`src/hdl/compass_heading_degrees_top_assert.svh`:
```
// Assertion macros shared by the compass heading RTL.
`ifndef COMPASS_HEADING_DEGREES_TOP_ASSERT_SVH
`define COMPASS_HEADING_DEGREES_TOP_ASSERT_SVH

// Checks a same-cycle implication, quiet while reset is high.
`define CHD_ASSERT(lbl, ante, cons, msg) \
   lbl: assert property (@(posedge clock) disable iff (reset) (ante) |-> (cons)) \
      else $error(msg);

// Checks what must hold in the cycle after reset has been applied.
`define CHD_ASSERT_AFTER_RESET(lbl, cons, msg) \
   lbl: assert property (@(posedge clock) reset |=> (cons)) \
      else $error(msg);

`endif

```
`src/hdl/chd_pkg.sv`:
```
// Types, constants and the CORDIC angle table for the compass heading block.
package chd_pkg;

   localparam int CORDIC_STAGES_DEF   = 16;
   localparam int ANGLE_FRAC_BITS_DEF = 16;

   // Samples are magnitudes of up to 17 bits, pre-scaled by 2^16, and grow
   // by the CORDIC gain; 36 signed bits hold every intermediate value.
   localparam int PRESCALE   = 16;
   localparam int XY_W       = 36;
   localparam int TABLE_FRAC = 24;
   localparam int TABLE_LEN  = 24;
   localparam int SCALE_W    = 7;
   localparam int CSR_IDX_W  = 2;
   localparam int CSR_DATA_W = 16;

   typedef enum logic [CSR_IDX_W-1:0] {
      CSR_X_SCALE  = 2'd0,
      CSR_Y_SCALE  = 2'd1,
      CSR_X_OFFSET = 2'd2,
      CSR_Y_OFFSET = 2'd3
   } csr_index_type;

   localparam logic signed [8:0] DEG_0     = 9'sd0;
   localparam logic signed [8:0] DEG_45    = 9'sd45;
   localparam logic signed [8:0] DEG_90    = 9'sd90;
   localparam logic signed [8:0] DEG_135   = 9'sd135;
   localparam logic signed [8:0] DEG_180   = 9'sd180;

   // atan(2^-i) in degrees with 24 fractional bits.
   localparam logic [31:0] ATAN_TABLE [TABLE_LEN] = '{
      32'd754974720, 32'd445687602, 32'd235489088, 32'd119537938,
      32'd60000934,  32'd30029717,  32'd15018523,  32'd7509720,
      32'd3754917,   32'd1877466,   32'd938734,    32'd469367,
      32'd234684,    32'd117342,    32'd58671,     32'd29335,
      32'd14668,     32'd7334,      32'd3667,      32'd1833,
      32'd917,       32'd458,       32'd229,       32'd115
   };

   typedef struct packed {
      logic signed [15:0] x_sample;
      logic signed [15:0] y_sample;
   } req_type;

   typedef struct packed {
      logic signed [8:0]  heading_deg;
      logic signed [15:0] cal_x;
      logic signed [15:0] cal_y;
   } rsp_type;

   typedef struct packed {
      logic signed [XY_W-1:0] x;
      logic signed [XY_W-1:0] y;
   } vec_type;

   // Travels alongside the rotation: calibrated values, quadrant and the
   // answer for axes and diagonals, which bypass the CORDIC result.
   typedef struct packed {
      logic signed [15:0] cal_x;
      logic signed [15:0] cal_y;
      logic               x_neg;
      logic               y_neg;
      logic               fixed;
      logic signed [8:0]  fixed_deg;
   } side_type;

   // Angle of one micro-rotation, rounded to the requested fraction.
   function automatic logic [31:0] step_angle(input int stage, input int frac);
      logic [31:0] t;
      if (stage >= TABLE_LEN) begin
         return 32'd0;
      end
      t = ATAN_TABLE[stage];
      if (frac >= TABLE_FRAC) begin
         return t;
      end
      return (t + (32'd1 << (TABLE_FRAC - 1 - frac))) >> (TABLE_FRAC - frac);
   endfunction

endpackage

```
`src/hdl/chd_resolve.sv`:
```
// Output stage: clamps the angle, reflects it into its quadrant, truncates to whole degrees.
module chd_resolve #(
   parameter int ANGLE_FRAC_BITS = chd_pkg::ANGLE_FRAC_BITS_DEF
) (
   input  logic                              clock,
   input  logic                              reset,
   input  logic                              in_valid,
   output logic                              in_ready,
   input  logic signed [ANGLE_FRAC_BITS+8:0] in_z,
   input  chd_pkg::side_type                 in_side,
   output logic                              out_valid,
   input  logic                              out_ready,
   output chd_pkg::rsp_type                  out_data
);

   localparam int ZW = ANGLE_FRAC_BITS + 9;
   localparam logic signed [ZW-1:0] QUARTER = ZW'(90) << ANGLE_FRAC_BITS;
   localparam logic signed [ZW-1:0] HALF    = ZW'(180) << ANGLE_FRAC_BITS;

   logic                 valid_ff;
   logic                 ready;
   logic signed [ZW-1:0] clamped, reflected;
   logic [7:0]           whole;
   chd_pkg::rsp_type     data_in, data_ff;

   assign ready    = !valid_ff || out_ready;
   assign in_ready = ready;

   always_comb begin
      if (in_z < 0) begin
         clamped = '0;
      end else if (in_z > QUARTER) begin
         clamped = QUARTER;
      end else begin
         clamped = in_z;
      end
      reflected = in_side.x_neg ? HALF - clamped : clamped;
      whole     = reflected[ANGLE_FRAC_BITS +: 8];

      data_in.cal_x = in_side.cal_x;
      data_in.cal_y = in_side.cal_y;
      if (in_side.fixed) begin
         data_in.heading_deg = in_side.fixed_deg;
      end else if (in_side.y_neg) begin
         data_in.heading_deg = -$signed({1'b0, whole});
      end else begin
         data_in.heading_deg = $signed({1'b0, whole});
      end
   end

   always_ff @(posedge clock) begin
      if (reset) begin
         valid_ff <= 1'b0;
      end else if (ready) begin
         valid_ff <= in_valid;
      end
   end

   always_ff @(posedge clock) begin
      if (ready && in_valid) begin
         data_ff <= data_in;
      end
   end

   assign out_valid = valid_ff;
   assign out_data  = data_ff;

endmodule
```
`config.mk`:
```
export PLATFORM = sky130hd
export DESIGN_NAME = chd_resolve
export DESIGN_NICKNAME = d
export VERILOG_FILES = /design/src/hdl/compass_heading_degrees_top_assert.svh /design/src/hdl/chd_pkg.sv /design/src/hdl/chd_resolve.sv
export SDC_FILE = /design/constraint.sdc
export NUM_CORES = 1
export LEC_CHECK = 0
export BUFFER_PORTS_ARGS = -buffer_cell sky130_fd_sc_hd__buf_2
export CAP_MARGIN = 5
export CELL_PAD_IN_SITES_DETAIL_PLACEMENT = 0
export CELL_PAD_IN_SITES_GLOBAL_PLACEMENT = 1
export CORE_AREA = 5 5 86 88
export CTS_CLUSTER_SIZE = 25
export DETAILED_ROUTE_END_ITERATION = 6
export DIE_AREA = 0 0 91 93
export PLACE_DENSITY = 0.85
export RECOVER_POWER = 25
export SYNTH_ARGS = -nofsm -noshare
export SYNTH_HDL_FRONTEND = slang
export SYNTH_SLANG_ARGS = --single-unit
```
`constraint.sdc`:
```
create_clock -name clock -period 3.25 [get_ports clock]
set_input_delay 0.325 -clock clock [delete_from_list [all_inputs] [get_ports clock]]
set_output_delay 0.325 -clock clock [all_outputs]
set_load 0.05 [all_outputs]
```
==> run_results.csv <==
group,metric,value,unit
timing,skew,1.60,ps
logic_synthesis,syn_inst,165,
logic_synthesis,ys_warn_count,0,
timing,finalCritPeriodShare,76.0,%
clock_tree,cts.sinks,42,
logic_synthesis,yosys.area.top_type,"edfxtp_1",
global_routing,grt_pass1_vias,1760,
clock_tree,insertion_delay,280,ps
logic_synthesis,synth_most_common_cell,"edfxtp_1",
placement,place_congestion,0.775,
critical_path,endpoint_kind,"register",
placement,pre_cts_ws,452,ps
logic_synthesis,synth_top_cell_area_share,56.8,%
die,die-area,8460,sq um
route,drt-vias-per-instance,5.02,
clock_tree,cts_made_buffers,5,
critical_path,path_cells,"buf_2, nor4_4, and4_1, nor3_1, o21ai_1, ha_1, nand2_1, o41ai_2, xor2_1, mux2_2",
clock_tree,clk_pin_slew,80,ps
critical_path,path_class,"in2reg",
status,status,"complete, no violations",
route,drtPass1Iterations,4,
timing,finalSetupViolCount,0,
logic_synthesis,ys_ff_latch,42,
logic_synthesis,yosysUniqueCellTypes,57,
placement,port_buffers,115,
job,cap_violations,0,
timing,post-route-min-period,2470,ps
logic_synthesis,synth_common_cells,"edfxtp_1 (41), nor2_1 (16), nand2_1 (11), o21ai_0 (7)",
global_routing,antenna_found_initial,0,
die,die-width,91,um
route,drtIter0Drc,59,
logic_synthesis,syn_nets,239,
route,wl_per_cell,15.1,um
critical_path,worstRegToRegCells,2,
layout,layout.nets,354,
logic_synthesis,synth_edf_count,41,
clock_tree,clk_path_buf_depth,2,
worst_hold_path,holdCritPathClass,"in2reg",
logic_synthesis,synth_ff_type,"edfxtp_1",
clock_tree,holdBufCountCts,0,
die,start_util,33.0,%
power,finalPower,1.37,mW
route,post-route-drc-count,0,
die,io_pins,116,
logic_synthesis,postSynthAreaPerCell,13.1,sq um
logic_synthesis,async_flop_share,0,%
critical_path,cp_max_fo,8,
die,dieHeight,93,um
timing,finalMaxSlewViolations,0,
timing,postLayoutSetupSlackWorst,780,ps
route,drtAntennaViolNets,0,
layout,drive_above_1_share,49.8,%
clock_tree,cts_resized,0,
critical_path,start_kind,"primary input",
global_routing,grt_pass1_wl,8.55,mm
global_routing,overflow,0,
power,peakVddDrop,347,uV
timing,worstMarginPinSlew,915,ps
timing,rsz0062_at_grt,"no",
timing,tns,0,ps
critical_path,crit_slowest_cell,"and4_1",
global_routing,grt_max_degree,42,
timing,fin_hold_ws,187,ps
power,power.leakage,1.21,nW
logic_synthesis,yosys-top-cells-area,"edfxtp_1 (57%), nor4_4 (3.9%), nor2_1 (2.8%)",
worst_hold_path,min_path_cells,2,
clock_tree,htreeDepth,2,
logic_synthesis,syn_area,2170,sq um
die,core_area,6570,sq um
clock_tree,cts_root_buf,"clkbuf_8",
timing,slew_headroom,39.0,%
critical_path,cp.required,3290,ps
route,wl,5.44,mm
layout,fin_util,44.5,%
layout,syn_to_final_growth,35.0,%
placement,dp_hpwl,4.44,mm
die,num_rows,30,
critical_path,arrival,2510,ps
layout,antenna_cells,0,
logic_synthesis,ys_seq_area_share,57.7,%
global_routing,track_usage,12.3,%
route,vias,1813,
timing,hold_violations,0,
critical_path,critical-path-max-stage-delay,420,ps
clock_tree,cts_setup_buffers,0,
timing,fmax,405,MHz
clock_tree,tritoncts,"yes",
power,power_density,469,nW/um^2
==> per-stage QoR <==
| step | std cells | cell area [sq um] |
|---|---|---|
| finish | 361 | 2930 |
| global placement | 353 | 2820 |
| CTS | 361 | 2930 |
| floorplan | 165 | 2170 |
| global route | 361 | 2930 |
| detailed placement | 353 | 2820 |
==> sequential cells by signal, indices dropped and copies added (netlist names) <==
| name | cells |
|---|---|
| out_valid | 1 |
| out_data | 41 |
==> where the power goes <==
part | switching, mW | internal (mW) | total [mW]
combinational | 0.232 | 0.0990 | 0.331
clock | 0.166 | 0.229 | 0.395
sequential | 0.00746 | 0.637 | 0.645
==> path summary, 6_finish.rpt <==
path | slack [ps] | end | start
worst max-delay path | 780 | out_data[38]$_DFFE_PP_ | in_z[11]
worst min-delay path | 190 | out_valid$_SDFFE_PP0N_ | reset
worst max register to register | 1690 | out_data[11]$_DFFE_PP_ | out_valid$_SDFFE_PP0N_
worst min register to register | 510 | out_valid$_SDFFE_PP0N_ | out_valid$_SDFFE_PP0N_
==> placed cells by master (no fill, tap or decap), types with 2 or more instances in the layout <==
master / count
inv_1: 4
a211oi_1: 5
nand2_1: 11
a211o_1: 2
a21oi_1: 3
a31oi_1: 2
o21ai_0: 7
a21boi_0: 3
a41oi_1: 2
xnor2_1: 3
nor2b_1: 4
nand2b_1: 3
clkbuf_8: 5
nor4_4: 4
nand3b_1: 2
nor2_1: 16
a21o_1: 2
edfxtp_1: 41
o211ai_1: 2
a2111o_1: 2
nor3_1: 4
buf_2: 115
==> routing by layer <==
layer / routed length [um] / global-route usage (%)
met5: 0 / 0
met2: 2500 / 20.5
met3: 619 / 3.94
met1: 2280 / 15.8
met4: 43 / 2.57
==> worst max-delay path: cells and delay by family <==
| family | cells | cell delay [ps] |
|---|---|---|
| and+or+nand+nor | 4 | 900 |
| AOI/OAI and AO/OA | 2 | 570 |
| muxes | 1 | 270 |
| adders and majority gates | 1 | 220 |
| buffers and inverters | 1 | 110 |
| xor gates and xnor gates | 1 | 110 |
==> cell families (layout without fill, tap and decap cells) <==
logic type                 Yosys count  after routing  share of synthesized area [%]
and+or+nand+nor                     60             60                           19.5
muxes                                1              1                          0.520
adders and majority gates            1              1                          0.577
buffers and inverters               13            129                           2.54
AOI/OAI and AO/OA                   44             44                           17.6
xor gates and xnor gates             4              4                           1.62
DFF                                 42             42                           57.7
==> cell type report <==
cell class              instances  area [sq um]
repair buffers                116           583
clock inverters                 2          37.5
clock buffers                   6          72.6
inverters                       5          18.8
well taps                      80           100
multi-input cells             110           862
fillers                       630          3640
flip-flops and latches         42          1250
Power figures use the tool's default switching activity.
