[src/hdl/compass_heading_degrees_top_assert.svh]
// Assertion macros shared by the compass heading RTL.
`ifndef COMPASS_HEADING_DEGREES_TOP_ASSERT_SVH
`define COMPASS_HEADING_DEGREES_TOP_ASSERT_SVH

// Checks a same-cycle implication, quiet while reset is high.
`define CHD_ASSERT(lbl, ante, cons, msg) \
   lbl: assert property (@(posedge clock) disable iff (reset) (ante) |-> (cons)) \
      else $error(msg);

// Checks what must hold in the cycle after reset has been applied.
`define CHD_ASSERT_AFTER_RESET(lbl, cons, msg) \
   lbl: assert property (@(posedge clock) reset |=> (cons)) \
      else $error(msg);

`endif

[src/hdl/chd_pkg.sv]
// Types, constants and the CORDIC angle table for the compass heading block.
package chd_pkg;

   localparam int CORDIC_STAGES_DEF   = 16;
   localparam int ANGLE_FRAC_BITS_DEF = 16;

   // Samples are magnitudes of up to 17 bits, pre-scaled by 2^16, and grow
   // by the CORDIC gain; 36 signed bits hold every intermediate value.
   localparam int PRESCALE   = 16;
   localparam int XY_W       = 36;
   localparam int TABLE_FRAC = 24;
   localparam int TABLE_LEN  = 24;
   localparam int SCALE_W    = 7;
   localparam int CSR_IDX_W  = 2;
   localparam int CSR_DATA_W = 16;

   typedef enum logic [CSR_IDX_W-1:0] {
      CSR_X_SCALE  = 2'd0,
      CSR_Y_SCALE  = 2'd1,
      CSR_X_OFFSET = 2'd2,
      CSR_Y_OFFSET = 2'd3
   } csr_index_type;

   localparam logic signed [8:0] DEG_0     = 9'sd0;
   localparam logic signed [8:0] DEG_45    = 9'sd45;
   localparam logic signed [8:0] DEG_90    = 9'sd90;
   localparam logic signed [8:0] DEG_135   = 9'sd135;
   localparam logic signed [8:0] DEG_180   = 9'sd180;

   // atan(2^-i) in degrees with 24 fractional bits.
   localparam logic [31:0] ATAN_TABLE [TABLE_LEN] = '{
      32'd754974720, 32'd445687602, 32'd235489088, 32'd119537938,
      32'd60000934,  32'd30029717,  32'd15018523,  32'd7509720,
      32'd3754917,   32'd1877466,   32'd938734,    32'd469367,
      32'd234684,    32'd117342,    32'd58671,     32'd29335,
      32'd14668,     32'd7334,      32'd3667,      32'd1833,
      32'd917,       32'd458,       32'd229,       32'd115
   };

   typedef struct packed {
      logic signed [15:0] x_sample;
      logic signed [15:0] y_sample;
   } req_type;

   typedef struct packed {
      logic signed [8:0]  heading_deg;
      logic signed [15:0] cal_x;
      logic signed [15:0] cal_y;
   } rsp_type;

   typedef struct packed {
      logic signed [XY_W-1:0] x;
      logic signed [XY_W-1:0] y;
   } vec_type;

   // Travels alongside the rotation: calibrated values, quadrant and the
   // answer for axes and diagonals, which bypass the CORDIC result.
   typedef struct packed {
      logic signed [15:0] cal_x;
      logic signed [15:0] cal_y;
      logic               x_neg;
      logic               y_neg;
      logic               fixed;
      logic signed [8:0]  fixed_deg;
   } side_type;

   // Angle of one micro-rotation, rounded to the requested fraction.
   function automatic logic [31:0] step_angle(input int stage, input int frac);
      logic [31:0] t;
      if (stage >= TABLE_LEN) begin
         return 32'd0;
      end
      t = ATAN_TABLE[stage];
      if (frac >= TABLE_FRAC) begin
         return t;
      end
      return (t + (32'd1 << (TABLE_FRAC - 1 - frac))) >> (TABLE_FRAC - frac);
   endfunction

endpackage

[src/hdl/chd_calib.sv]
// Calibration pipeline: scale, offset with saturation, then CORDIC set-up.
module chd_calib (
   input  logic                        clock,
   input  logic                        reset,
   input  logic [chd_pkg::SCALE_W-1:0] x_scale,
   input  logic [chd_pkg::SCALE_W-1:0] y_scale,
   input  logic signed [15:0]          x_offset,
   input  logic signed [15:0]          y_offset,
   input  logic                        in_valid,
   output logic                        in_ready,
   input  chd_pkg::req_type            in_data,
   output logic                        out_valid,
   input  logic                        out_ready,
   output chd_pkg::vec_type            out_vec,
   output chd_pkg::side_type           out_side
);

   localparam int MAG_W = 17;

   logic mul_valid_ff, sum_valid_ff, prep_valid_ff;
   logic mul_ready, sum_ready, prep_ready;

   logic signed [23:0] scale_x_ext, scale_y_ext, samp_x_ext, samp_y_ext;
   logic signed [23:0] prod_x_in, prod_y_in, prod_x_ff, prod_y_ff;
   logic signed [24:0] sum_x, sum_y;
   logic signed [15:0] cal_x_in, cal_y_in, cal_x_ff, cal_y_ff;
   logic signed [MAG_W-1:0] ext_x, ext_y;
   logic [MAG_W-1:0]        mag_x, mag_y;
   logic signed [8:0]       diag_deg;
   chd_pkg::vec_type  vec_in, vec_ff;
   chd_pkg::side_type side_in, side_ff;

   assign prep_ready = !prep_valid_ff || out_ready;
   assign sum_ready  = !sum_valid_ff || prep_ready;
   assign mul_ready  = !mul_valid_ff || sum_ready;
   assign in_ready   = mul_ready;

   // Stage one: the two small multiplications.
   always_comb begin
      scale_x_ext = {17'b0, x_scale};
      scale_y_ext = {17'b0, y_scale};
      samp_x_ext  = {{8{in_data.x_sample[15]}}, in_data.x_sample};
      samp_y_ext  = {{8{in_data.y_sample[15]}}, in_data.y_sample};
      prod_x_in   = scale_x_ext * samp_x_ext;
      prod_y_in   = scale_y_ext * samp_y_ext;
   end

   // Stage two: add the offset and clamp to 16 bits.
   always_comb begin
      sum_x = {prod_x_ff[23], prod_x_ff} + {{9{x_offset[15]}}, x_offset};
      sum_y = {prod_y_ff[23], prod_y_ff} + {{9{y_offset[15]}}, y_offset};
      if (sum_x[24:15] != {10{sum_x[24]}}) begin
         cal_x_in = sum_x[24] ? 16'sh8000 : 16'sh7FFF;
      end else begin
         cal_x_in = sum_x[15:0];
      end
      if (sum_y[24:15] != {10{sum_y[24]}}) begin
         cal_y_in = sum_y[24] ? 16'sh8000 : 16'sh7FFF;
      end else begin
         cal_y_in = sum_y[15:0];
      end
   end

   // Stage three: magnitudes, quadrant and the cases with an exact answer.
   always_comb begin
      ext_x = {cal_x_ff[15], cal_x_ff};
      ext_y = {cal_y_ff[15], cal_y_ff};
      mag_x = cal_x_ff[15] ? MAG_W'(-ext_x) : MAG_W'(ext_x);
      mag_y = cal_y_ff[15] ? MAG_W'(-ext_y) : MAG_W'(ext_y);

      vec_in.x = {{(chd_pkg::XY_W - MAG_W - chd_pkg::PRESCALE){1'b0}}, mag_x,
                  {chd_pkg::PRESCALE{1'b0}}};
      vec_in.y = {{(chd_pkg::XY_W - MAG_W - chd_pkg::PRESCALE){1'b0}}, mag_y,
                  {chd_pkg::PRESCALE{1'b0}}};

      side_in.cal_x = cal_x_ff;
      side_in.cal_y = cal_y_ff;
      side_in.x_neg = cal_x_ff[15];
      side_in.y_neg = cal_y_ff[15];
      side_in.fixed = (cal_y_ff == 16'sd0) || (cal_x_ff == 16'sd0) || (mag_x == mag_y);

      diag_deg = cal_x_ff[15] ? chd_pkg::DEG_135 : chd_pkg::DEG_45;
      if (cal_y_ff == 16'sd0) begin
         side_in.fixed_deg = cal_x_ff[15] ? chd_pkg::DEG_180 : chd_pkg::DEG_0;
      end else if (cal_x_ff == 16'sd0) begin
         side_in.fixed_deg = cal_y_ff[15] ? -chd_pkg::DEG_90 : chd_pkg::DEG_90;
      end else begin
         side_in.fixed_deg = cal_y_ff[15] ? -diag_deg : diag_deg;
      end
   end

   always_ff @(posedge clock) begin
      if (reset) begin
         mul_valid_ff  <= 1'b0;
         sum_valid_ff  <= 1'b0;
         prep_valid_ff <= 1'b0;
      end else begin
         if (mul_ready) begin
            mul_valid_ff <= in_valid;
         end
         if (sum_ready) begin
            sum_valid_ff <= mul_valid_ff;
         end
         if (prep_ready) begin
            prep_valid_ff <= sum_valid_ff;
         end
      end
   end

   always_ff @(posedge clock) begin
      if (mul_ready && in_valid) begin
         prod_x_ff <= prod_x_in;
         prod_y_ff <= prod_y_in;
      end
      if (sum_ready && mul_valid_ff) begin
         cal_x_ff <= cal_x_in;
         cal_y_ff <= cal_y_in;
      end
      if (prep_ready && sum_valid_ff) begin
         vec_ff  <= vec_in;
         side_ff <= side_in;
      end
   end

   assign out_valid = prep_valid_ff;
   assign out_vec   = vec_ff;
   assign out_side  = side_ff;

endmodule

[config.mk]
export PLATFORM = sky130hd
export DESIGN_NAME = chd_calib
export DESIGN_NICKNAME = d
export VERILOG_FILES = /design/src/hdl/compass_heading_degrees_top_assert.svh /design/src/hdl/chd_pkg.sv /design/src/hdl/chd_calib.sv
export SDC_FILE = /design/constraint.sdc
export NUM_CORES = 1
export LEC_CHECK = 0
export BUFFER_PORTS_ARGS = -buffer_cell sky130_fd_sc_hd__clkbuf_2
export CORE_MARGIN = 4
export CORE_UTILIZATION = 40
export CTS_CLUSTER_SIZE = 20
export DETAILED_ROUTE_END_ITERATION = 6
export SYNTH_ARGS = -nofsm -noshare
export SYNTH_HDL_FRONTEND = slang
export SYNTH_SLANG_ARGS = --single-unit
[constraint.sdc]
create_clock -name clock -period 6.1 [get_ports clock]
set_input_delay 1.83 -clock clock [delete_from_list [all_inputs] [get_ports clock]]
set_output_delay 1.83 -clock clock [all_outputs]
set_load 0.02 [all_outputs]
==> out/results.ini <==
[drt]
drc=0
drt.antenna.violating_nets=0
viasPerCell=4.75
wl_um=38000
firstDrtPassIters=5
vias=12400
wl_per_cell_um=14.5
drtIter0Drc=682

[timing]
hold_violations=0
slew_headroom_pct=33.0
final-setup-viol-count=0
holdWs_ps=460
setup_tns_ps=0
worst_slack_ps=188
fin_skew_ps=8.54
maxSlewViolCount=0
tightest_slew_ps=1000
max_freq_mhz=169
fin_crit_sh_pct=96.9
fin_crit_ps=5910

[power_and_ir_drop]
p_per_area_nw_per_um2=422
p_leak_nw=9.42
irDropWorstVdd_uv=172

[logic_synthesis]
synth_edf_count=154
synth.area.top_cells=edfxtp_1, fa_1, ha_1, and2_1, inv_1
ys_ff_latch=157
netlist_instances=1761
ys_types=72
ys_seq_area_share_pct=27.0
synth-main-ff-cell=edfxtp_1
syn_avg_cell_area_um2=9.84
yosys_warnings=0
syn_area_um2=17300
synthArstFlopShare_pct=0
synth_top_area_cell=edfxtp_1
synth_top_area_share_pct=26.7

[worst_setup_path]
crit_end=prod_x_ff[22]$_DFFE_PP_
crit_required_ps=6300
cp.arrival_ps=6110
start_kind=input pin
crit_fanout=8
path_class=in2reg
rr_worst_depth=12
rrSetupSlack_ps=2130
r2r-end=cal_y_ff[10]$_DFFE_PP_
crit_start=x_scale[4]
rr_startpoint=prod_y_ff[1]$_DFFE_PP_
endpoint_kind=register

[placed_design]
gp_congestion=0.877
dp_hpwl_um=32200
place_ws_ps=-346
port_buffers=161

[clock_network]
cts_tree=yes
cts_inserted_buffers=17
cts-root-buf=clkbuf_16
ctsResizeCount=0
clock_latency_ps=440
postCtsHoldBufs=0
cts_sinks=157
cts_max_level=4
clockBufferDepth=2
cts.clk_slew.worst_paths_ps=70
postCtsSetupBuffers=0

[global_route]
overflow=0
grt_antenna_before_repair=1
gr-usage-all-layers_pct=16.5
grt_pass1_vias=12700
grt_pass1_wl_um=64000
grt_start_max_net_pins=75

[run_status]
status=complete, no violations

[cells_and_area]
final_nets=2423
n_fill_cell=4100
area_growth_pct=16.4
drive_gt1_share_pct=16.8

[floorplanning]
rows=76
core_area_um2=43000
chipWidth_um=216
die_h_um=216
start_util_pct=40.3
boundaryPins=200
die_area_um2=46700

[job]
timing.max_cap.violations=0

[min_path]
hold_path.class=reg2reg

## metal layers
| metal | track usage, % | vias up | share of wire [%] |
|---|---|---|---|
| met5 | 0 | - | 0 |
| met4 | 4.57 | 0 | 2.0 |
| met3 | 1.98 | 42 | 3.2 |
| met2 | 26.9 | 253 | 46 |
| met1 | 23.5 | 5849 | 49 |
| li1 | - | 6282 | - |
## synthesized netlist by cell type, drive strengths merged (4+ instances only)
library cell  number
nor2              79
ha               148
edfxtp           154
mux2               7
o31ai              8
xnor2             75
a21o              38
nor2b             10
o41ai              6
nand4              9
nor3              28
o21a               9
or4                7
a21boi             5
o211ai             7
a31oi             11
and3              10
nand2b            12
o21ai             55
o21bai            10
nand3             14
inv              295
and2             194
o31a               4
or2                9
a21oi             82
a211oi             6
mux2i             25
or3               14
nand2             91
buf               46
xor2              40
clkbuf            28
a311oi             4
nor4               7
fa               174
## cell families after synthesis
| family | synth area share [%] |
|---|---|
| AND/OR/NAND/NOR | 15.4 |
| buffers and inverters | 8.99 |
| adder cells (fa/ha/maj) | 30.8 |
| AO/OA/AOI/OAI | 10.1 |
| flip-flops | 27.0 |
| XOR/XNOR | 5.81 |
| multiplexers | 1.90 |
| other | 0.0216 |
## worst min path at each step
| stage | to | start | cells after the start | slack (ps) |
|---|---|---|---|---|
| 6_report | out_side[13]$_DFFE_PP_ | cal_y_ff[1]$_DFFE_PP_ | 0 | 460 |
| 5_1_grt | out_side[13]$_DFFE_PP_ | cal_y_ff[1]$_DFFE_PP_ | 0 | 490 |
| 4_1_cts | out_side[13]$_DFFE_PP_ | cal_y_ff[1]$_DFFE_PP_ | 0 | 460 |
| 3_5_place_dp | out_side[13]$_DFFE_PP_ | cal_y_ff[1]$_DFFE_PP_ | 0 | 450 |
| 3_3_place_gp | out_side[13]$_DFFE_PP_ | cal_y_ff[1]$_DFFE_PP_ | 0 | 440 |
| 2_1_floorplan | out_side[13]$_DFFE_PP_ | cal_y_ff[1]$_DFFE_PP_ | 0 | 430 |
## flip-flops by register name (all words and copies together) (netlist names)
| name | flops |
|---|---|
| cal_x_ff | 16 |
| cal_y_ff | 16 |
| mul_valid_ff | 1 |
| out_side | 42 |
| out_valid | 1 |
| out_vec | 32 |
| prod_x_ff | 24 |
| prod_y_ff | 24 |
| sum_valid_ff | 1 |
## power by group
part           internal (W)  switching (W)  total, W
combinational       0.00249        0.00296   0.00545
clock              0.000693       0.000458   0.00115
sequential          0.00173       0.000175   0.00191
## layout by cell type (no fill, tap or decap), types with 6 or more instances in the layout
| cell type | count |
|---|---|
| o211ai_1 | 7 |
| and3_1 | 10 |
| conb_1 | 40 |
| o21ai_1 | 6 |
| edfxtp_1 | 154 |
| xor2_1 | 40 |
| fa_1 | 174 |
| nor3_1 | 28 |
| or3_1 | 14 |
| clkbuf_16 | 17 |
| o21a_1 | 9 |
| or2_2 | 8 |
| nand2_1 | 90 |
| ha_1 | 147 |
| o21ai_0 | 47 |
| mux2i_1 | 25 |
| mux2_2 | 6 |
| or4_1 | 7 |
| nand3_1 | 14 |
| clkbuf_2 | 158 |
| a21oi_1 | 78 |
| and2_1 | 194 |
| buf_4 | 113 |
| nand2b_1 | 12 |
| xnor2_1 | 75 |
| a21o_1 | 38 |
| nor2b_1 | 8 |
| a31oi_1 | 10 |
| inv_1 | 295 |
| nor2_1 | 79 |
| nand4_1 | 9 |
| o21bai_1 | 10 |
| o31ai_1 | 7 |
## critical path, cell delays in order
cell and delay [ps]:
clkbuf_4 160, and2_1 190, fa_1 500, fa_1 510, fa_1 490, inv_1 50, fa_1 470, inv_1 40
ha_1 210, or3_1 370, o21ai_2 100, nor4b_4 70, o41ai_2 360, a21oi_1 140, o21ai_1 220, nor2b_4 200
o31a_1 140, xnor2_1 60
## through the flow
| step | std cells | utilization (%) | total power (W) | cell area [um^2] |
|---|---|---|---|---|
| 4_1_cts | 2617 | 46.8 | 0.00852 | 20100 |
| 5_1_grt | 2618 | 47.0 | 0.00940 | 20200 |
| 3_3_place_gp | 2585 | 45.3 | 0.00724 | 19500 |
| 3_5_place_dp | 2585 | 45.3 | 0.00733 | 19500 |
| 2_1_floorplan | 1800 | - | 0.00587 | 17500 |
| 6_report | 2618 | 47.0 | 0.00851 | 20200 |
## final cells by class
type                    count  area, um^2  area share, %
multi-input cells        1274       11400           56.3
flip-flops and latches    157        4680           23.2
repair buffers            274        1660           8.23
inverters                 295        1110           5.49
well taps                 585         732           3.63
clock buffers              18         429           2.13
clock inverters            14         203           1.00
diodes                      1        2.50         0.0124
(Power assumes the default switching activity.)
