$ cat src/hdl/compass_heading_degrees_top_assert.svh
// Assertion macros shared by the compass heading RTL.
`ifndef COMPASS_HEADING_DEGREES_TOP_ASSERT_SVH
`define COMPASS_HEADING_DEGREES_TOP_ASSERT_SVH

// Checks a same-cycle implication, quiet while reset is high.
`define CHD_ASSERT(lbl, ante, cons, msg) \
   lbl: assert property (@(posedge clock) disable iff (reset) (ante) |-> (cons)) \
      else $error(msg);

// Checks what must hold in the cycle after reset has been applied.
`define CHD_ASSERT_AFTER_RESET(lbl, cons, msg) \
   lbl: assert property (@(posedge clock) reset |=> (cons)) \
      else $error(msg);

`endif

$ cat src/hdl/chd_pkg.sv
// Types, constants and the CORDIC angle table for the compass heading block.
package chd_pkg;

   localparam int CORDIC_STAGES_DEF   = 16;
   localparam int ANGLE_FRAC_BITS_DEF = 16;

   // Samples are magnitudes of up to 17 bits, pre-scaled by 2^16, and grow
   // by the CORDIC gain; 36 signed bits hold every intermediate value.
   localparam int PRESCALE   = 16;
   localparam int XY_W       = 36;
   localparam int TABLE_FRAC = 24;
   localparam int TABLE_LEN  = 24;
   localparam int SCALE_W    = 7;
   localparam int CSR_IDX_W  = 2;
   localparam int CSR_DATA_W = 16;

   typedef enum logic [CSR_IDX_W-1:0] {
      CSR_X_SCALE  = 2'd0,
      CSR_Y_SCALE  = 2'd1,
      CSR_X_OFFSET = 2'd2,
      CSR_Y_OFFSET = 2'd3
   } csr_index_type;

   localparam logic signed [8:0] DEG_0     = 9'sd0;
   localparam logic signed [8:0] DEG_45    = 9'sd45;
   localparam logic signed [8:0] DEG_90    = 9'sd90;
   localparam logic signed [8:0] DEG_135   = 9'sd135;
   localparam logic signed [8:0] DEG_180   = 9'sd180;

   // atan(2^-i) in degrees with 24 fractional bits.
   localparam logic [31:0] ATAN_TABLE [TABLE_LEN] = '{
      32'd754974720, 32'd445687602, 32'd235489088, 32'd119537938,
      32'd60000934,  32'd30029717,  32'd15018523,  32'd7509720,
      32'd3754917,   32'd1877466,   32'd938734,    32'd469367,
      32'd234684,    32'd117342,    32'd58671,     32'd29335,
      32'd14668,     32'd7334,      32'd3667,      32'd1833,
      32'd917,       32'd458,       32'd229,       32'd115
   };

   typedef struct packed {
      logic signed [15:0] x_sample;
      logic signed [15:0] y_sample;
   } req_type;

   typedef struct packed {
      logic signed [8:0]  heading_deg;
      logic signed [15:0] cal_x;
      logic signed [15:0] cal_y;
   } rsp_type;

   typedef struct packed {
      logic signed [XY_W-1:0] x;
      logic signed [XY_W-1:0] y;
   } vec_type;

   // Travels alongside the rotation: calibrated values, quadrant and the
   // answer for axes and diagonals, which bypass the CORDIC result.
   typedef struct packed {
      logic signed [15:0] cal_x;
      logic signed [15:0] cal_y;
      logic               x_neg;
      logic               y_neg;
      logic               fixed;
      logic signed [8:0]  fixed_deg;
   } side_type;

   // Angle of one micro-rotation, rounded to the requested fraction.
   function automatic logic [31:0] step_angle(input int stage, input int frac);
      logic [31:0] t;
      if (stage >= TABLE_LEN) begin
         return 32'd0;
      end
      t = ATAN_TABLE[stage];
      if (frac >= TABLE_FRAC) begin
         return t;
      end
      return (t + (32'd1 << (TABLE_FRAC - 1 - frac))) >> (TABLE_FRAC - frac);
   endfunction

endpackage

$ cat src/hdl/chd_cordic_stage.sv
// One registered micro-rotation of the vectoring CORDIC.
module chd_cordic_stage #(
   parameter int STAGE           = 0,
   parameter int ANGLE_FRAC_BITS = chd_pkg::ANGLE_FRAC_BITS_DEF
) (
   input  logic                                clock,
   input  logic                                reset,
   input  logic                                in_valid,
   output logic                                in_ready,
   input  chd_pkg::vec_type                    in_vec,
   input  logic signed [ANGLE_FRAC_BITS+8:0]   in_z,
   input  chd_pkg::side_type                   in_side,
   output logic                                out_valid,
   input  logic                                out_ready,
   output chd_pkg::vec_type                    out_vec,
   output logic signed [ANGLE_FRAC_BITS+8:0]   out_z,
   output chd_pkg::side_type                   out_side
);

   localparam int ZW = ANGLE_FRAC_BITS + 9;
   localparam logic signed [ZW-1:0] STEP =
      ZW'(chd_pkg::step_angle(STAGE, ANGLE_FRAC_BITS));

   logic                  valid_ff;
   logic                  ready;
   logic signed [chd_pkg::XY_W-1:0] sx, sy;
   chd_pkg::vec_type      vec_in, vec_ff;
   logic signed [ZW-1:0]  z_in, z_ff;
   chd_pkg::side_type     side_ff;

   assign ready    = !valid_ff || out_ready;
   assign in_ready = ready;

   // Rotate towards the X axis; the sign of y picks the direction.
   always_comb begin
      sx = in_vec.x >>> STAGE;
      sy = in_vec.y >>> STAGE;
      if (in_vec.y > 0) begin
         vec_in.x = in_vec.x + sy;
         vec_in.y = in_vec.y - sx;
         z_in     = in_z + STEP;
      end else begin
         vec_in.x = in_vec.x - sy;
         vec_in.y = in_vec.y + sx;
         z_in     = in_z - STEP;
      end
   end

   always_ff @(posedge clock) begin
      if (reset) begin
         valid_ff <= 1'b0;
      end else if (ready) begin
         valid_ff <= in_valid;
      end
   end

   always_ff @(posedge clock) begin
      if (ready && in_valid) begin
         vec_ff  <= vec_in;
         z_ff    <= z_in;
         side_ff <= in_side;
      end
   end

   assign out_valid = valid_ff;
   assign out_vec   = vec_ff;
   assign out_z     = z_ff;
   assign out_side  = side_ff;

endmodule

$ cat config.mk
export PLATFORM = sky130hd
export DESIGN_NAME = chd_cordic_stage
export DESIGN_NICKNAME = d
export VERILOG_FILES = /design/src/hdl/compass_heading_degrees_top_assert.svh /design/src/hdl/chd_pkg.sv /design/src/hdl/chd_cordic_stage.sv
export SDC_FILE = /design/constraint.sdc
export NUM_CORES = 1
export LEC_CHECK = 0
export BUFFER_PORTS_ARGS = -buffer_cell sky130_fd_sc_hd__clkbuf_2
export CAP_MARGIN = 20
export CORE_MARGIN = 2
export CORE_UTILIZATION = 50
export CTS_BUF_LIST = sky130_fd_sc_hd__clkbuf_2
export CTS_CLUSTER_DIAMETER = 200
export CTS_CLUSTER_SIZE = 20
export DETAILED_ROUTE_END_ITERATION = 8
export PLACE_DENSITY = 0.88
export SETUP_SLACK_MARGIN = 0.1
export SYNTH_ARGS = -nofsm -noshare
export SYNTH_HDL_FRONTEND = slang
export SYNTH_SLANG_ARGS = --single-unit
$ cat constraint.sdc
create_clock -name clock -period 4.5 [get_ports clock]
set_clock_uncertainty 0.05 [all_clocks]
set_input_delay 0.675 -clock clock [delete_from_list [all_inputs] [get_ports clock]]
set_output_delay 0.675 -clock clock [all_outputs]
set_load 0.02 [all_outputs]
==> impl_metrics.toml, run 1 <==
[status]
outcome = "completed"

[synthesis]
yosys.area.top_type_share = 0.388
synthTopCellsByArea = "edfxtp_1 (39%), ha_1 (13%), a21oi_1 (5.9%)"
syn_area_per_cell_um2 = 9.47
yosysUniqueCellTypes = 72
ys_seq_area_frac = 0.390
synth-edff-count = 140
syn_inst = 1145
synthesis.area_um2 = 10800
synth.net_count = 1407
synth_ff_type = "edfxtp_1"
synthArstFlopShare = 0
synth-seq-cells = 141
synth.largest_area_cell = "edfxtp_1"
ys_warn_count = 0

[floorplanning]
die_w_um = 151
start_util = 0.512
fp.dieArea_um2 = 22900
core_um2 = 21200
die_y_um = 151
fp-row-count = 53
io_pins = 288

[grt]
grtUsageTotal = 0.290
global_route.overflow_total = 0
grt_first_pass_wirelength_mm = 51.0
grt_max_degree = 87
antenna_found_initial = 2
grt_pass1_vias = 9807

[job]
max_cap_viol_count = 0

[min_path]
min_to = "out_side[4]"
min_from = "in_side[4]"
hold_depth = 1
hp-class = "input pin to flop"

[route]
num_vias = 10200
vias_per_cell = 5.79
drt_iter0_drc = 1030
wl_mm = 34.6
ant_nets = 0
drc = 0
wire_per_inst_um = 19.6
drt-pass1-iter-count = 6

[timing]
worst_slew_pin_slew_ns = 0.862
slew_headroom = 0.416
min_period_ns = 3.38
finalCritPeriodShare = 0.751
tns_ns = 0
maxSlewViolCount = 0
max_freq_ghz = 0.296
grt_setup_unrepaired = "no"
hold_violations = 0
setup_viol = 0

[clocking]
cts_resized = 0
clock_path_buffers = 2
cts_setup_buffers = 0
clkTransAtPathRegs_ns = 0.24
cts_made_buffers = 17
clock_latency_ns = 0.77
numClockSinks = 141
cts_tree = "done"
h-tree-depth = 4
root_buffer = "clkbuf_2"

[final_layout]
area_delta_synth_final_pct = 22.9
fin_cells = 1765
drive_gt1_frac = 0.241
fillers = 1751
nNetsFinal = 1737

[critical_path]
crit_type = "input pin to flop"
rrSetupSlack_ns = 2.40
timing.rr.start = "out_valid"
start_kind = "input pin"
critPathMaxFanout = 12
arrival_ns = 3.87
end_kind = "flop"
worst_ep_required_time_ns = 5.00
r2r-end = "out_vec[63]"
reg2reg_depth = 3

[placed_design]
io_buffers = 287
place_hpwl_mm = 26.2
gp_congestion = 0.972
numPlacedInstances = 1671

[pwr]
ir_worst_vdd_mv = 0.139
leakagePower_nw = 5.96
p_per_area_nw_per_um2 = 289
cell usage after synthesis, types with 4 or more instances:
master	count
a31oi_1	10
o21bai_1	20
nor3_1	15
o41ai_1	4
nor4_1	17
nor2_1	77
ha_1	113
fa_1	4
a211oi_1	9
a21oi_1	127
or3_1	8
or4_1	5
mux2i_1	17
and2_1	6
nand3_1	20
nand4_1	9
nor2b_1	12
buf_2	17
a21o_1	21
nand2b_1	13
o21a_1	11
o21ai_0	77
xor2_1	12
a21boi_0	7
inv_1	121
a221o_1	4
nand2_1	58
o31ai_1	7
edfxtp_1	140
clkbuf_1	21
xnor2_1	65
or2_2	7
o211ai_1	16
buf_1	5
metal layers:
| layer | share of wire | GRT usage | up-vias |
|---|---|---|---|
| li1 | - | - | 4795 |
| met1 | 0.40 | 0.356 | 4803 |
| met5 | 0 | 0 | - |
| met3 | 0.078 | 0.0485 | 91 |
| met2 | 0.48 | 0.496 | 527 |
| met4 | 0.041 | 0.140 | 0 |
layout make-up:
cell class	instances	area, um2	share of cell area
diodes	2	5.00	0.000376
repair buffers	357	2120	0.159
well taps	275	344	0.0258
clock inverters	14	121	0.00911
flip-flops and latches	141	4220	0.317
clock buffers	18	90.1	0.00676
inverters	123	462	0.0347
multi-input cells	835	5950	0.447
cells in the final DEF (no fill, tap or decap), types with 10 or more instances in the layout:
cell and instances:
clkbuf_2 305, mux2i_1 17, a21oi_1 127, a31oi_1 10, nor2_1 77, edfxtp_1 140
nor4_1 17, nand2_1 58, nand3_1 20, xor2_1 12, xnor2_1 65, ha_1 113
o21a_1 11, o21ai_0 77, o211ai_1 16, o21bai_1 20, dlygate4sd3_1 60, inv_1 120
nor2b_1 12, a21o_1 21, nor3_1 15, nand2b_1 13
state kept, by name, indices dropped and copies added (netlist names):
name       flops
out_vec       71
out_side      44
out_z         25
out_valid      1
critical path, stage by stage:
cell and delay [ns]:
clkbuf_2 0.15, inv_1 0.06, ha_1 0.51, nor4_2 0.46
nand2_1 0.19, nor4_1 0.20, nand3_1 0.17, a31oi_1 0.57
a21oi_1 0.22, o31ai_1 0.31, a22oi_1 0.17, xnor2_1 0.18
through the flow:
| step | power [mW] | area, um2 | util | hold WS [ns] | setup slack (ns) |
|---|---|---|---|---|---|
| 3_3_place_gp | 3.07 | 12500 | 0.591 | 0.473 | 0.430 |
| 6_report | 3.86 | 13300 | 0.630 | 0.0609 | 1.12 |
| 3_5_place_dp | 3.09 | 12500 | 0.591 | 0.531 | 0.387 |
| 4_1_cts | 3.85 | 13300 | 0.628 | 0.000477 | 1.26 |
| 5_1_grt | 4.04 | 13300 | 0.630 | 0.000647 | 0.916 |
| 2_1_floorplan | 2.63 | 10800 | - | 0.679 | 0.807 |
power by group:
part | internal [mW] | switching (mW) | leakage, nW
Clock | 0.165 | 0.565 | 0.119
Combinational | 0.530 | 0.921 | 4.48
Sequential | 1.63 | 0.0407 | 1.36
Total | 2.33 | 1.53 | 5.96
cell families after synthesis:
logic type,synth area share
AO/OA/AOI/OAI,0.215
XOR/XNOR,0.0622
adder cells (fa/ha/maj),0.138
buffers and inverters,0.0615
flip-flops,0.390
multiplexers,0.0157
AND/OR/NAND/NOR,0.118
worst max path at each step:
stage	end	startpoint	slack (ns)	depth (start not counted)
CTS	out_vec[71]	in_vec[14]	1.26	12
global route	out_vec[71]	in_vec[14]	0.92	12
floorplan	out_z[23]	in_vec[32]	0.81	15
finish	out_vec[71]	in_vec[15]	1.12	12
global placement	out_vec[71]	in_vec[14]	0.43	12
detailed placement	out_vec[71]	in_vec[14]	0.39	12
what timing repair did:
action	CTS	global route
setup endpoints to repair	0	0
hold buffers	57	3
endpoints found under the hold margin	56	3
Note: power is estimated with default switching activity, not from simulation.
==> inputs of run 2 (changes only) <==
- ABC_AREA: unset -> 1
- CORE_UTILIZATION: 50 -> 52
- PLACE_DENSITY: 0.88 -> 0.89
- clock period: 4.5 -> 2.9 ns (I/O delays scaled with it)
==> impl_metrics.toml, run 2 <==
[pwr]
p_sw_frac = 0.429
ir_worst_vdd_mv = 0.353
p_int_mw = 3.85
power.total_mw = 6.74
p_per_area_nw_per_um2 = 412
p_clk_frac = 0.186
net-switching-power_mw = 2.89
leakagePower_nw = 8.62
combinationalPowerShare = 0.433
sequentialPowerShare = 0.382

[floorplanning]
io_pins = 288
die_y_um = 160
fp.dieArea_um2 = 25700
core_um2 = 24200
fp-row-count = 57
start_util = 0.525
die_w_um = 160

[critical_path]
worst_ep_required_time_ns = 3.29
end_kind = "flop"
crit_type = "input pin to flop"
critPathMaxFanout = 4
arrival_ns = 3.09
start_kind = "input pin"

[final_layout]
finish.utilization = 0.676
area_delta_synth_final_pct = 28.8
fin_cells = 2618
drive_gt1_frac = 0.221
finalInstanceArea_um2 = 16400
layout_commonest_cell = "nand2_1"
most-common-layout-cells = "nand2_1 (538), clkbuf_2 (304), inv_1 (294)"
largest_register_ffs = 71
nNetsFinal = 2541

[clocking]
cts_setup_buffers = 0
h-tree-depth = 4
cts_tree = "done"
clock_latency_ns = 0.70
root_buffer = "clkbuf_2"
cts_made_buffers = 17
clkTransAtPathRegs_ns = 0.26
cts_resized = 0
clock_path_buffers = 2
numClockSinks = 141
cts_hold_buf = 64

[timing]
min_period_ns = 2.70
grt_setup_unrepaired = "no"
worst_slew_pin_slew_ns = 0.825
maxSlewViolCount = 0
finalCritPeriodShare = 0.929
max_freq_ghz = 0.371
setup_ws_ns = 0.205
hold_violations = 0
holdWs_ns = 0.128
slew_headroom = 0.450
setup_viol = 0
tns_ns = 0

[route]
drt_iter0_drc = 1705
drt-pass1-iter-count = 6
vias_per_cell = 5.44
num_vias = 14200
ant_nets = 0
drc = 0
wl_mm = 48.9
wire_per_inst_um = 18.7

[synthesis]
yosysMostFrequentCell = "nand2_1"
synthTopCellsByArea = "edfxtp_1 (33%), nand2_1 (16%), ha_1 (11%)"
syn_area_per_cell_um2 = 7.03
ys_seq_area_frac = 0.333
synth-edff-count = 140
synthArstFlopShare = 0
synth.net_count = 2068
synth-seq-cells = 141
yosysUniqueCellTypes = 40
ys_top_cells_by_count = "nand2_1 (539), inv_1 (296), nand3_1 (153)"
yosys.area.top_type_share = 0.331
synth.largest_area_cell = "edfxtp_1"
ys_warn_count = 0
synth_ff_type = "edfxtp_1"
synthesis.area_um2 = 12700
syn_inst = 1806

[grt]
grtUsageTotal = 0.371
antenna_found_initial = 3
grt_pass1_vias = 13300
grt_first_pass_wirelength_mm = 72.6
grt_max_degree = 73
global_route.overflow_total = 0

[placed_design]
numPlacedInstances = 2520
placed_area_um2 = 15400
io_buffers = 287
place_hpwl_mm = 40.4
gp_congestion = 1.04
place_ws_ns = -0.103

[status]
outcome = "completed"

[job]
max_cap_viol_count = 0

[min_path]
hp-class = "input pin to flop"
==> run 2: logic make-up (layout without fill, tap and decap cells) <==
| logic type | Yosys count | after routing | share of synthesized area |
|---|---|---|---|
| buf+inv | 349 | 835 | 0.113 |
| simple gates | 896 | 896 | 0.296 |
| fa+ha+maj | 117 | 117 | 0.118 |
| compound gates | 254 | 254 | 0.107 |
| other cells | 0 | 2 | 0 |
| flops | 141 | 141 | 0.333 |
| xor+xnor | 49 | 49 | 0.0338 |
==> run 2: final timing paths <==
kind         slack (ns)  depth (start not counted)       start           end
max                0.20                         17  in_vec[36]   out_vec[30]
min                0.13                          3    in_valid  out_side[10]
max reg2reg        1.23                          2   out_valid  out_side[28]
min reg2reg        0.74                          1   out_valid  out_side[10]
==> run 2: critical path: stages <==
cell           delay, ns
dlygate4sd3_1       0.56
clkbuf_2            0.14
ha_1                0.21
inv_1               0.08
fa_1                0.43
inv_1               0.13
nand2_1             0.06
nand3_1             0.14
nand2_1             0.08
nand2_1             0.09
nand2_1             0.08
nand2_1             0.17
nand2_1             0.12
nand2_1             0.09
nand2_1             0.07
nand3_1             0.07
nand2_1             0.14
==> run 2: cell type report <==
| type | count | area (um2) |
|---|---|---|
| antenna | 2 | 5.00 |
| clock buffer | 17 | 85.1 |
| clock inverter | 15 | 186 |
| fill | 2076 | 7820 |
| inverter | 303 | 1150 |
| multi-input combinational | 1316 | 7050 |
| sequential | 141 | 4230 |
| tap | 324 | 405 |
| timing repair buffer | 500 | 3250 |
==> run 2: power groups by stage <==
| stage | Combinational (mW) | Clock, mW | Sequential, mW |
|---|---|---|---|
| 2_1_floorplan | 1.37 | 0 | 2.84 |
| 3_3_place_gp | 2.69 | 0 | 2.61 |
| 3_5_place_dp | 2.75 | 0 | 2.62 |
| 4_1_cts | 2.83 | 1.27 | 2.57 |
| 5_1_grt | 3.13 | 1.34 | 2.59 |
| 6_report | 2.92 | 1.25 | 2.57 |
==> run 2: routing by layer <==
layer | GRT usage | routed length (um) | vias to the layer above
li1 | - | - | 6732
met1 | 0.484 | 19200 | 6526
met2 | 0.626 | 22800 | 880
met3 | 0.0535 | 5050 | 94
met4 | 0.140 | 1910 | 2
met5 | 0 | 13 | -
